===== config.mk =====
export PLATFORM = sky130hd
export DESIGN_NAME = matching_markov_chain_step
export DESIGN_NICKNAME = d
export VERILOG_FILES = /design/src/hdl/mmc_pkg.sv /design/src/hdl/mmc_front.sv /design/src/hdl/mmc_queue.sv /design/src/hdl/mmc_back.sv /design/src/hdl/matching_markov_chain_step.sv
export SDC_FILE = /design/constraint.sdc
export NUM_CORES = 1
export LEC_CHECK = 0
export BUFFER_PORTS_ARGS = -buffer_cell sky130_fd_sc_hd__buf_2
export CORE_MARGIN = 10
export CORE_UTILIZATION = 45
export CTS_BUF_LIST = sky130_fd_sc_hd__clkbuf_2
export DETAILED_ROUTE_END_ITERATION = 7
export PLACE_DENSITY = 0.66
export SYNTH_ARGS = -nofsm -noshare
export SYNTH_HDL_FRONTEND = slang
export SYNTH_SLANG_ARGS = --single-unit

===== constraint.sdc =====
create_clock -name clk -period 13.2 [get_ports clk]
set_input_delay 0.66 -clock clk [delete_from_list [all_inputs] [get_ports clk]]
set_output_delay 0.66 -clock clk [all_outputs]
set_load 0.01 [all_outputs]

===== src/hdl/mmc_pkg.sv =====
package mmc_pkg;

  // table geometry
  localparam int MAX_NODES = 64;
  localparam int IDX_W     = $clog2(MAX_NODES);

  // field widths
  localparam int NODE_W  = 7;
  localparam int COUNT_W = 6;
  localparam int MODE_W  = 2;
  localparam int KIND_W  = 3;

  // free registers after reset, meaning none
  localparam logic [NODE_W-1:0] FREE_RESET = NODE_W'(64);
  localparam logic [NODE_W-1:0] NODE_COUNT_RESET = NODE_W'(64);

  // front to back queue
  localparam int QUEUE_DEPTH = 2;
  localparam int QPTR_W      = (QUEUE_DEPTH > 1) ? $clog2(QUEUE_DEPTH) : 1;
  localparam int QCNT_W      = $clog2(QUEUE_DEPTH + 1);

  // config register map
  localparam int PADDR_W = 3;
  localparam logic REG_NODE_COUNT = 1'b0;

  // input modes
  localparam logic [MODE_W-1:0] MODE_LOAD_MATE = 2'd0;
  localparam logic [MODE_W-1:0] MODE_LOAD_FREE = 2'd1;
  localparam logic [MODE_W-1:0] MODE_MOVE      = 2'd2;

  // work class decided by the front
  typedef enum logic [1:0] {
    OP_NOP,
    OP_LOAD_MATE,
    OP_LOAD_FREE,
    OP_MOVE
  } op_t;

  typedef enum logic [KIND_W-1:0] {
    KIND_STAY   = 3'd0,
    KIND_REMOVE = 3'd1,
    KIND_ADD    = 3'd2,
    KIND_SWAP_U = 3'd3,
    KIND_SWAP_V = 3'd4
  } kind_t;

  typedef enum logic [1:0] {
    B_IDLE,
    B_EXEC,
    B_WR2,
    B_WR3
  } back_state_t;

  typedef struct packed {
    op_t                op;
    logic [NODE_W-1:0]  node_a;
    logic [NODE_W-1:0]  node_b;
    logic [COUNT_W-1:0] pair_cnt;
  } work_t;

  typedef struct packed {
    logic empty;
    logic full;
  } q_stat_t;

  typedef struct packed {
    kind_t              kind;
    logic [COUNT_W-1:0] pair_count;
    logic [NODE_W-1:0]  free_low;
    logic [NODE_W-1:0]  free_high;
    logic [NODE_W-1:0]  mate_a;
    logic [NODE_W-1:0]  mate_b;
  } result_t;

  typedef struct packed {
    logic              en;
    logic [NODE_W-1:0] addr;
    logic [NODE_W-1:0] data;
  } mem_wr_t;

endpackage


===== src/hdl/mmc_front.sv =====
module mmc_front
  import mmc_pkg::*;
(
  input  logic               start,
  input  logic [MODE_W-1:0]  mode,
  input  logic [NODE_W-1:0]  node_a,
  input  logic [NODE_W-1:0]  node_b,
  input  logic [COUNT_W-1:0] pair_count_in,
  input  logic [NODE_W-1:0]  node_count,
  input  q_stat_t            q_stat,
  output logic               busy,
  output logic               push,
  output work_t              word
);

  logic [NODE_W-1:0] half;
  logic a_in_table, b_in_table, edge_ok;

  assign half       = node_count >> 1;
  assign a_in_table = 32'(node_a) < MAX_NODES;
  assign b_in_table = 32'(node_b) < MAX_NODES;

  // u in group zero, v in group one, both inside the table
  assign edge_ok = (node_a < half) && (node_b >= half) && (node_b < node_count) &&
                   a_in_table && b_in_table;

  assign busy = q_stat.full;
  assign push = start && !q_stat.full;

  // classify the word
  always_comb begin
    word.node_a   = node_a;
    word.node_b   = node_b;
    word.pair_cnt = pair_count_in;
    word.op       = OP_NOP;
    unique case (mode)
      MODE_LOAD_MATE: word.op = a_in_table ? OP_LOAD_MATE : OP_NOP;
      MODE_LOAD_FREE: word.op = OP_LOAD_FREE;
      MODE_MOVE:      word.op = edge_ok ? OP_MOVE : OP_NOP;
      default:        word.op = OP_NOP;
    endcase
  end

endmodule


===== src/hdl/mmc_queue.sv =====
module mmc_queue
  import mmc_pkg::*;
(
  input  logic    clk,
  input  logic    rst,
  input  logic    push,
  input  work_t   word_in,
  input  logic    pop,
  output work_t   word_out,
  output q_stat_t q_stat
);

  work_t             slots [QUEUE_DEPTH];
  logic [QPTR_W-1:0] wr_ptr, rd_ptr;
  logic [QCNT_W-1:0] count;

  function automatic logic [QPTR_W-1:0] ptr_inc(input logic [QPTR_W-1:0] p);
    if (32'(p) == QUEUE_DEPTH - 1) return '0;
    return p + QPTR_W'(1);
  endfunction

  assign q_stat.empty = (count == '0);
  assign q_stat.full  = (count == QCNT_W'(QUEUE_DEPTH));
  assign word_out     = slots[rd_ptr];

  // pointers and fill count
  always_ff @(posedge clk) begin
    if (rst) begin
      wr_ptr <= '0;
      rd_ptr <= '0;
      count  <= '0;
    end else begin
      if (push) wr_ptr <= ptr_inc(wr_ptr);
      if (pop)  rd_ptr <= ptr_inc(rd_ptr);
      if (push && !pop)      count <= count + QCNT_W'(1);
      else if (pop && !push) count <= count - QCNT_W'(1);
    end
  end

  // storage
  always_ff @(posedge clk) begin
    if (push) slots[wr_ptr] <= word_in;
  end

`ifndef ASSERT_OFF
  a_no_overflow: assert property (@(posedge clk) disable iff (rst)
    push |-> !q_stat.full || pop) else $error("queue push while full");
  a_no_underflow: assert property (@(posedge clk) disable iff (rst)
    pop |-> !q_stat.empty) else $error("queue pop while empty");
  a_count_bound: assert property (@(posedge clk) disable iff (rst)
    count <= QCNT_W'(QUEUE_DEPTH)) else $error("queue count past depth");
`endif

endmodule


===== src/hdl/mmc_back.sv =====
module mmc_back
  import mmc_pkg::*;
(
  input  logic              clk,
  input  logic              rst,
  input  logic [NODE_W-1:0] node_count,
  input  q_stat_t           q_stat,
  input  work_t             head,
  output logic              pop,
  output logic              done,
  output result_t           res
);

  back_state_t state, state_next;

  // mate table: one write port, two registered read ports
  logic [NODE_W-1:0] mate_mem [MAX_NODES];
  logic [NODE_W-1:0] rd_a, rd_b;
  logic [IDX_W-1:0]  raddr_a, raddr_b;
  mem_wr_t           wport;

  // item under work and pending writes
  work_t   cur;
  mem_wr_t pend2, pend3;
  mem_wr_t w1, w2, w3;

  logic [COUNT_W-1:0] pairs_matched, pairs_next;
  logic [NODE_W-1:0]  free_low, free_low_next;
  logic [NODE_W-1:0]  free_high, free_high_next;
  result_t            res_next;

  logic [NODE_W-1:0] n, u, v, mu, mv;
  logic              a_in, b_in, fu, fv, perfect, near;

  assign pop     = (state == B_IDLE) && !q_stat.empty;
  assign raddr_a = IDX_W'(head.node_a);
  assign raddr_b = IDX_W'(head.node_b);

  // memory
  always_ff @(posedge clk) begin
    rd_a <= mate_mem[raddr_a];
    rd_b <= mate_mem[raddr_b];
    if (wport.en) mate_mem[IDX_W'(wport.addr)] <= wport.data;
  end

  // write port select
  always_comb begin
    unique case (state)
      B_EXEC:  wport = w1;
      B_WR2:   wport = pend2;
      B_WR3:   wport = pend3;
      default: wport = '0;
    endcase
  end

  assign n    = node_count;
  assign u    = cur.node_a;
  assign v    = cur.node_b;
  assign mu   = rd_a;
  assign mv   = rd_b;
  assign a_in = 32'(cur.node_a) < MAX_NODES;
  assign b_in = 32'(cur.node_b) < MAX_NODES;
  assign fu   = mu >= n;
  assign fv   = mv >= n;
  assign perfect = {pairs_matched, 1'b0} == n;
  assign near    = ({1'b0, pairs_matched, 1'b0} + 8'd2) == {1'b0, n};

  // move decision and write list
  always_comb begin
    pairs_next     = pairs_matched;
    free_low_next  = free_low;
    free_high_next = free_high;
    w1 = '0;
    w2 = '0;
    w3 = '0;
    res_next.kind   = KIND_STAY;
    res_next.mate_a = a_in ? rd_a : n;
    res_next.mate_b = b_in ? rd_b : n;
    unique case (cur.op)
      OP_LOAD_MATE: begin
        w1 = '{en: 1'b1, addr: u, data: v};
        res_next.mate_a = v;
        res_next.mate_b = b_in ? ((v == u) ? v : rd_b) : n;
      end
      OP_LOAD_FREE: begin
        pairs_next     = cur.pair_cnt;
        free_low_next  = u;
        free_high_next = v;
      end
      OP_MOVE: begin
        priority if (perfect && mu == v) begin
          res_next.kind   = KIND_REMOVE;
          w1 = '{en: 1'b1, addr: u, data: n};
          w2 = '{en: 1'b1, addr: v, data: n};
          pairs_next      = pairs_matched - COUNT_W'(1);
          free_low_next   = u;
          free_high_next  = v;
          res_next.mate_a = n;
          res_next.mate_b = n;
        end else if (near && fu && fv) begin
          res_next.kind   = KIND_ADD;
          w1 = '{en: 1'b1, addr: u, data: v};
          w2 = '{en: 1'b1, addr: v, data: u};
          pairs_next      = pairs_matched + COUNT_W'(1);
          free_low_next   = n;
          free_high_next  = n;
          res_next.mate_a = v;
          res_next.mate_b = u;
        end else if (near && !fu && fv) begin
          // partner of u becomes the free node of group one
          res_next.kind   = KIND_SWAP_U;
          w1 = '{en: (32'(mu) < MAX_NODES), addr: mu, data: n};
          w2 = '{en: 1'b1, addr: u, data: v};
          w3 = '{en: 1'b1, addr: v, data: u};
          free_high_next  = mu;
          res_next.mate_a = v;
          res_next.mate_b = u;
        end else if (near && fu && !fv) begin
          // partner of v becomes the free node of group zero
          res_next.kind   = KIND_SWAP_V;
          w1 = '{en: (32'(mv) < MAX_NODES), addr: mv, data: n};
          w2 = '{en: 1'b1, addr: u, data: v};
          w3 = '{en: 1'b1, addr: v, data: u};
          free_low_next   = mv;
          res_next.mate_a = v;
          res_next.mate_b = u;
        end else begin
          res_next.kind = KIND_STAY;
        end
      end
      default: ;
    endcase
    res_next.pair_count = pairs_next;
    res_next.free_low   = free_low_next;
    res_next.free_high  = free_high_next;
  end

  // sequencer next state
  always_comb begin
    state_next = state;
    unique case (state)
      B_IDLE: if (!q_stat.empty) state_next = B_EXEC;
      B_EXEC: state_next = w2.en ? B_WR2 : B_IDLE;
      B_WR2:  state_next = pend3.en ? B_WR3 : B_IDLE;
      B_WR3:  state_next = B_IDLE;
      default: state_next = B_IDLE;
    endcase
  end

  always_ff @(posedge clk) begin
    if (rst) state <= B_IDLE;
    else     state <= state_next;
  end

  // control and state registers
  always_ff @(posedge clk) begin
    if (rst) begin
      done          <= 1'b0;
      pairs_matched <= '0;
      free_low      <= FREE_RESET;
      free_high     <= FREE_RESET;
    end else begin
      done <= (state == B_EXEC);
      if (state == B_EXEC) begin
        pairs_matched <= pairs_next;
        free_low      <= free_low_next;
        free_high     <= free_high_next;
      end
    end
  end

  // payload registers; the write slots are only read after an execute cycle
  always_ff @(posedge clk) begin
    if (pop) cur <= head;
    if (state == B_EXEC) begin
      res   <= res_next;
      pend2 <= w2;
      pend3 <= w3;
    end
  end

`ifndef ASSERT_OFF
  a_done_after_exec: assert property (@(posedge clk) disable iff (rst)
    done |-> $past(state) == B_EXEC) else $error("result without execute");
  a_wr3_after_wr2: assert property (@(posedge clk) disable iff (rst)
    state == B_WR3 |-> $past(state) == B_WR2) else $error("third write out of order");
  a_pop_idle_only: assert property (@(posedge clk) disable iff (rst)
    pop |=> state == B_EXEC) else $error("pop not followed by execute");
`endif

endmodule


===== src/hdl/matching_markov_chain_step.sv =====
// Channel  | Handshake               | Words
// ---------+-------------------------+------------------------------------------------
// input    | start / busy            | mode, node_a, node_b, pair_count_in
// result   | done (one-cycle strobe) | move_kind, pair_count, free_low, free_high,
//          |                         | mate_of_a, mate_of_b
// config   | APB psel/penable/pready | node_count at byte address 0
//
// Back end states per word: idle and execute for loads and stays, then WR2 for remove and
// add, WR2 and WR3 for a swap: the mate table has one write port, so each write takes a state.
// The result strobe comes in the cycle after the execute cycle.
// A two-word queue sits between front and back; busy is high only while it is full.
// Synchronous reset clears the queue, the sequencer, the count and the free nodes;
// the mate table is not cleared and must be loaded before use.
// The receiver cannot stall: done marks every result for exactly one cycle.
module matching_markov_chain_step
  import mmc_pkg::*;
(
  input  logic               clk,
  input  logic               rst,
  // input words
  input  logic               start,
  output logic               busy,
  input  logic [MODE_W-1:0]  mode,
  input  logic [NODE_W-1:0]  node_a,
  input  logic [NODE_W-1:0]  node_b,
  input  logic [COUNT_W-1:0] pair_count_in,
  // results
  output logic               done,
  output logic [KIND_W-1:0]  move_kind,
  output logic [COUNT_W-1:0] pair_count,
  output logic [NODE_W-1:0]  free_low,
  output logic [NODE_W-1:0]  free_high,
  output logic [NODE_W-1:0]  mate_of_a,
  output logic [NODE_W-1:0]  mate_of_b,
  // config
  input  logic               psel,
  input  logic               penable,
  input  logic               pwrite,
  input  logic [PADDR_W-1:0] paddr,
  input  logic [31:0]        pwdata,
  output logic [31:0]        prdata,
  output logic               pready
);

  logic [NODE_W-1:0] node_count;
  logic              push, pop;
  work_t             front_word, head_word;
  q_stat_t           q_stat;
  result_t           res;

  // config register
  assign pready = 1'b1;

  always_ff @(posedge clk) begin
    if (rst) begin
      node_count <= NODE_COUNT_RESET;
    end else if (psel && penable && pwrite && paddr[2] == REG_NODE_COUNT) begin
      node_count <= pwdata[NODE_W-1:0];
    end
  end

  assign prdata = (paddr[2] == REG_NODE_COUNT) ? 32'(node_count) : '0;

  mmc_front u_front (
    .start         (start),
    .mode          (mode),
    .node_a        (node_a),
    .node_b        (node_b),
    .pair_count_in (pair_count_in),
    .node_count    (node_count),
    .q_stat        (q_stat),
    .busy          (busy),
    .push          (push),
    .word          (front_word)
  );

  mmc_queue u_queue (
    .clk      (clk),
    .rst      (rst),
    .push     (push),
    .word_in  (front_word),
    .pop      (pop),
    .word_out (head_word),
    .q_stat   (q_stat)
  );

  mmc_back u_back (
    .clk        (clk),
    .rst        (rst),
    .node_count (node_count),
    .q_stat     (q_stat),
    .head       (head_word),
    .pop        (pop),
    .done       (done),
    .res        (res)
  );

  // result fields
  assign move_kind  = res.kind;
  assign pair_count = res.pair_count;
  assign free_low   = res.free_low;
  assign free_high  = res.free_high;
  assign mate_of_a  = res.mate_a;
  assign mate_of_b  = res.mate_b;

endmodule

Yosys cells after proc, flatten, opt, wreduce, memory -nomap -nowiden --
Memories as Yosys holds them, arrays and structs flattened. A register that Yosys moved wholly into a read port is not among the register bits. Cells that the tools add are included.
Storage, ports and cells: flip-flop bits (word level) 123, memory bits (writable) 492, bits of input ports 63, output and inout port bits 72, word-level logic and storage cells 157, memories kept 2
Operators by class: $add $sub $neg 7, $lt $le $gt $ge 11, eq/ne operators 14, mux-type cells 64, bitwise gates (word level) 2, reductions and logical operators 30
Memory list:
- u_back.mate_mem | words 64, width 7, read ports 2, clocked after Yosys merged registers in 2, wr ports 1, line mmc_back.sv:17 | logic [NODE_W-1:0] mate_mem [MAX_NODES];
- u_queue.slots | words 2, width 22, read ports 1, clocked after Yosys merged registers in 1, wr ports 1, line mmc_queue.sv:13 | work_t slots [QUEUE_DEPTH];
Operator list (number):
- 15-bit 2-to-1 mux | 11
- 7-bit 2-to-1 mux | 12
- 14-bit 2-to-1 mux | 4
- 15-bit case mux with 3 select lines | 1
- 7-bit less-than comparator, second input constant | 6
- 15-bit case mux with 2 select lines | 1
- 14-bit case mux with 2 select lines | 1
- 7-bit case mux with 2 select lines | 2
- 7-bit equality test | 3
- 1-bit 2-to-1 mux | 18
- 1-bit logical AND | 17
- 2-bit 2-to-1 mux | 8
- 7-bit greater-or-equal comparator | 2
- 2-bit equality test, second input constant | 6
- 6-bit 2-to-1 mux | 2
- 6-bit case mux with 2 select lines | 1
- 7-bit by 2-bit adder with 8-bit output, second input constant | 1
- 8-bit by 7-bit equality test with 1-bit output | 1
- 2-bit case mux with 4 select lines | 1
- 7-bit by 6-bit greater-or-equal comparator with 1-bit output | 1
- 7-bit by 6-bit less-than comparator with 1-bit output | 1
- 7-bit less-than comparator | 1
- 6-bit by 1-bit adder with 6-bit output, second input constant | 1
- 2-bit by 1-bit equality test with 1-bit output, second input constant | 3
- 14 further kinds | 23

Depth between registers and ports, before layout --
word-level depth 12, gate-level depth with buffers 15, depth with buffers taken out 10

Modules after synthesis --
A second synthesis with hierarchy kept.
Second synthesis, totals: cells, all modules 1877, area, all modules 31071.0 sq um
By module, submodules not included:
- mmc_back | instances 1, cells each 1645, area an instance 28109.5 sq um, seq. area each 16806.1 sq um
- mmc_queue | instances 1, cells each 90, area an instance 1786.7 sq um, seq. area each 1421.4 sq um
- mmc_front | instances 1, cells each 76, area an instance 593.1 sq um, seq. area each 0.0 sq um
- matching_markov_chain_step | instances 1, cells each 66, area an instance 581.8 sq um, seq. area each 140.1 sq um

Least setup slack after synthesis --
OpenSTA, ideal clock, no wires.
path type register to register, start register node_count[2], end memory u_back.mate_mem[0][5] (data pin), library setup time 721 ps, arrival 5365 ps, data required time 12479 ps, setup slack 7114 ps, cell stages (with the launch flop) 13, path buffers 2, clock period less this slack 6086 ps, cells stage by stage dfxtp_1 > clkbuf_1 > inv_1 > ha_1 > o21a_1 > o2111ai_1 > o21a_1 > buf_2 > a211oi_1 > a21oi_1 > nor2_1 > nand2_1 > a211oi_1
RTL lines:
- from (decl) | line matching_markov_chain_step.sv:45 | logic [NODE_W-1:0] node_count;
- from (signal assigned) | line matching_markov_chain_step.sv:58 | node_count <= pwdata[NODE_W-1:0];
- to (decl) | line mmc_back.sv:17

Final worst setup path --
start register node_count[2], end memory u_back.mate_mem[36][2] (enable)
Between the ends: cells in the longest elaborated chain, start to end 11, elaborated cells on any way between the ends 20, those cells by class order compare (2); eq/ne (2); mux (8); reduce/logical (8)
Ends and longest elaborated chain:
- 7-bit greater-or-equal comparator (tied with other cells) | line mmc_back.sv:63 | assign fu = mu >= n;
- 1-bit logical AND (tied with other cells) | line mmc_back.sv:100, mmc_back.sv:118
- 1-bit logical AND (on tied branches) | line mmc_back.sv:118, mmc_back.sv:109
- 15-bit 2-to-1 mux / 1-bit logical AND (equally long branches) | line mmc_back.sv:118, mmc_back.sv:109
- 15-bit 2-to-1 mux | line mmc_back.sv:109 | end else if (near && !fu && fv) begin
- 15-bit 2-to-1 mux | line mmc_back.sv:100 | end else if (near && fu && fv) begin
- 15-bit 2-to-1 mux * | line mmc_back.sv:91 | priority if (perfect && mu == v) begin
- 15-bit case mux with 2 select lines * | line mmc_back.sv:79 | unique case (cur.op)
- 15-bit case mux with 3 select lines * | line mmc_back.sv:48 | unique case (state)
- 1-bit 2-to-1 mux | line mmc_back.sv:43 | if (wport.en) mate_mem[IDX_W'(wport.addr)] <= wport.data;
- 1-bit 2-to-1 mux (not written as such) | line mmc_back.sv:43
Every way passes the cells marked *; elsewhere a longest branch is shown, timed or not.

==> flow_summary.toml <==
[route]
wire_per_inst_um = 23.01
drtPass1Iterations = 7
wl_um = 102700
avgViaCountPerCell = 6.049
num_vias = 26986
drcViolationCount = 0
drt_iter0_drc = 3915
ant_nets = 0

[yosys]
syn_inst = 3284
syn_area_per_cell_um2 = 9.798
synth_area_um2 = 32180
synth-seq-area-share_pct = 57.08
ys.flop_type = "edfxtp_1"
ys_warn_count = 0
synth_cell_types = 78
synth_edf_count = 579
async_flop_share_pct = 0
ys_ff_latch = 628

[finish]
fin_util_pct = 50.46
finalNonFillerCells = 4461
final_nets = 3500
seqCellArea_um2 = 18370
synthToLayoutAreaGrowth_pct = 10.58
multi_input_area_um2 = 12710
drive_gt1_share_pct = 13.84
fill_cells = 6346

[floorplan]
die_w_um = 287.4
start_util_pct = 45.63
die_area_um2 = 82600
core_um2 = 70510
ios = 135
dieHeight_um = 287.4
rows = 97

[place]
place_inst = 4113
dp.final_hpwl_um = 60410
gp_congestion = 0.9603
portBuffers = 81

[cts]
root_buffer = "clkbuf_2"
htree_levels = 4
clockBufferDepth = 3
numCtsBuffers = 161
cts_num_sinks = 628
clk_pin_slew_ps = 100
insertion_delay_ps = 1390
cts_tree = "yes"
postCtsSetupRepairBufs = 0

[power]
power.switching_uw = 2830
power_density_nw_per_um2 = 183.7
combPwrFrac_pct = 39.9
power_frac_clock_pct = 20.4
p_seq_share_pct = 39.7
p_leak_uw = 0.01334
p_int_uw = 3705
vdd_ir_drop_max_uv = 129.9
power.share.switching_pct = 43.31

[global_route]
grt_max_degree = 145
grt_use_total_pct = 24.14
antenna_found_initial = 1
grt_overflow = 0
grt_first_pass_wirelength_um = 153600
first_global_vias = 25445

[timing]
finalCriticalPeriod_ps = 5698
max_freq_mhz = 175.5
setup_viol = 0
finalHoldViolCount = 0
rsz0062_at_grt = "false"
worst_pin_slew_ps = 1308
relSlewSlack_pct = 11.98
min_period_over_period_pct = 43.17
tns_ps = 0
slew_violations = 0
finClkSkew_ps = 85.86

[critical_path]
criticalPathCategory = "reg2reg"
crit_path_top_delay_cell = "nor2_1"
end_kind = "flip-flop"
cp.required_ps = 14130
path_max_fanout = 14
start_kind = "flip-flop"
crit_top_cell = "o21a_1"
path_cells = "inv_1 > ha_1 > o21a_1 > o2111ai_1 > o21a_1 > nor3_4 > a21oi_1 > o211ai_1 > buf_4 > or4b_1 > nor2_1"
slowest_delay_ps = 820
worstPathArrival_ps = 6620

[hold_path]
hold_path.class = "in2reg"

[run_status]
outcome = "completed"

[job]
max-cap-violations = 0
-- power groups by stage --
stage / Clock (uW) / Sequential [uW] / Combinational, uW
floorplan: 0 / 2520 / 1720
global placement: 0 / 2620 / 2500
detailed placement: 0 / 2620 / 2510
CTS: 1360 / 2580 / 2540
global route: 1460 / 2600 / 2790
finish: 1330 / 2590 / 2610
-- final timing paths --
path	startpoint	end	slack (ps)	depth (start not counted)
worst min register to register	u_back.free_low[5]	u_back.free_low[5]	490	2
worst max-delay path	node_count[2]	u_back.mate_mem[36][2]	7500	11
worst max register to register	node_count[2]	u_back.mate_mem[36][2]	7500	11
worst min-delay path	node_b[4]	u_queue.slots[0][10]	140	2
-- timing repair --
item,CTS,global route
hold buffers,67,0
gates resized for setup,0,0
endpoints found under the setup margin,0,0
endpoints found under the hold margin,98,0
-- registers in the layout (all words and copies together), names as in the netlist, named ones only --
signal / cells
u_back.pend2: 14
u_back.v: 7
u_back.free_high: 7
u_back.mate_mem: 448
u_back.pairs_matched: 6
u_back.mv: 7
u_back.free_low: 7
u_back.mu: 7
u_back.done: 1
node_count: 7
u_back.state: 2
u_queue.slots: 44
u_queue.wr_ptr: 1
u_queue.rd_ptr: 1
u_back.u: 7
u_back.cur: 8
u_back.pend3: 14
u_queue.count: 2
u_back.res: 37
-- cells in the mapped netlist, drive strengths merged, types with 31 or more instances --
master,count,share of area (%)
a21oi,95,1.5
a311oi,141,3.9
a31oi,31,0.60
and3,63,1.2
buf,71,1.3
clkbuf,223,2.6
dfxtp,49,3.0
edfxtp,579,54
ha,34,1.3
inv,38,0.44
mux2i,39,1.2
nand2,963,11
nand3,473,7.4
nor2,112,1.3
nor3,43,0.86
o21ai,37,0.58
-- per-layer routing --
metal	wire length, um	track usage (%)	vias to the layer above
li1	-	-	12217
met1	39200	30.69	12802
met2	47990	38.15	1682
met3	11090	5.975	285
met4	4385	11.61	0
met5	0	0	-
-- area by class of cell --
class	instances	share of cell area, %
Sequential cell	628	51.63
Multi-Input combinational cell	2345	35.72
Timing Repair Buffer	226	4.775
Tap cell	940	3.306
Clock buffer	228	3.207
Clock inverter	51	0.8791
Inverter	41	0.4747
Antenna cell	2	0.01407
-- critical path, delay by kind of cell (launching register included) --
| kind | cells | cell delay [ps] |
|---|---|---|
| and+or+nand+nor | 3 | 1730 |
| DFF | 1 | 720 |
| AOI/OAI and AO/OA | 5 | 1910 |
| buffers and inverters | 2 | 570 |
| adders and majority gates | 1 | 360 |
-- through the flow --
step	setup WS (ps)	hold WS, ps	total power (uW)	area, um2
2_1_floorplan	7114	446.2	4238	32270
3_3_place_gp	7774	463.2	5123	33450
3_5_place_dp	7742	466.5	5139	33450
4_1_cts	7654	9.319	6475	35580
5_1_grt	7437	68.65	6845	35580
6_report	7502	141.4	6535	35580
-- cell families after synthesis --
family,Yosys count,share of synthesized area (%)
DFF,628,57.08
AOI/OAI and AO/OA,450,10.30
buffers and inverters,335,4.363
other,2,0.02334
xor gates and xnor gates,34,0.9916
muxes,68,2.228
and+or+nand+nor,1733,23.69
adders and majority gates,34,1.322
-- cells in the final DEF (no fill, tap or decap), drive strengths merged, types with 39 or more instances in the layout --
cell type / instances
a21oi: 95
nor2: 112
nand2: 963
dfxtp: 49
a311oi: 141
inv: 42
mux2i: 39
edfxtp: 579
clkbuf: 228
buf: 159
nor3: 43
clkinv: 42
dlygate4sd3: 67
and3: 63
nand3: 473
Power figures use the tool's default switching activity.
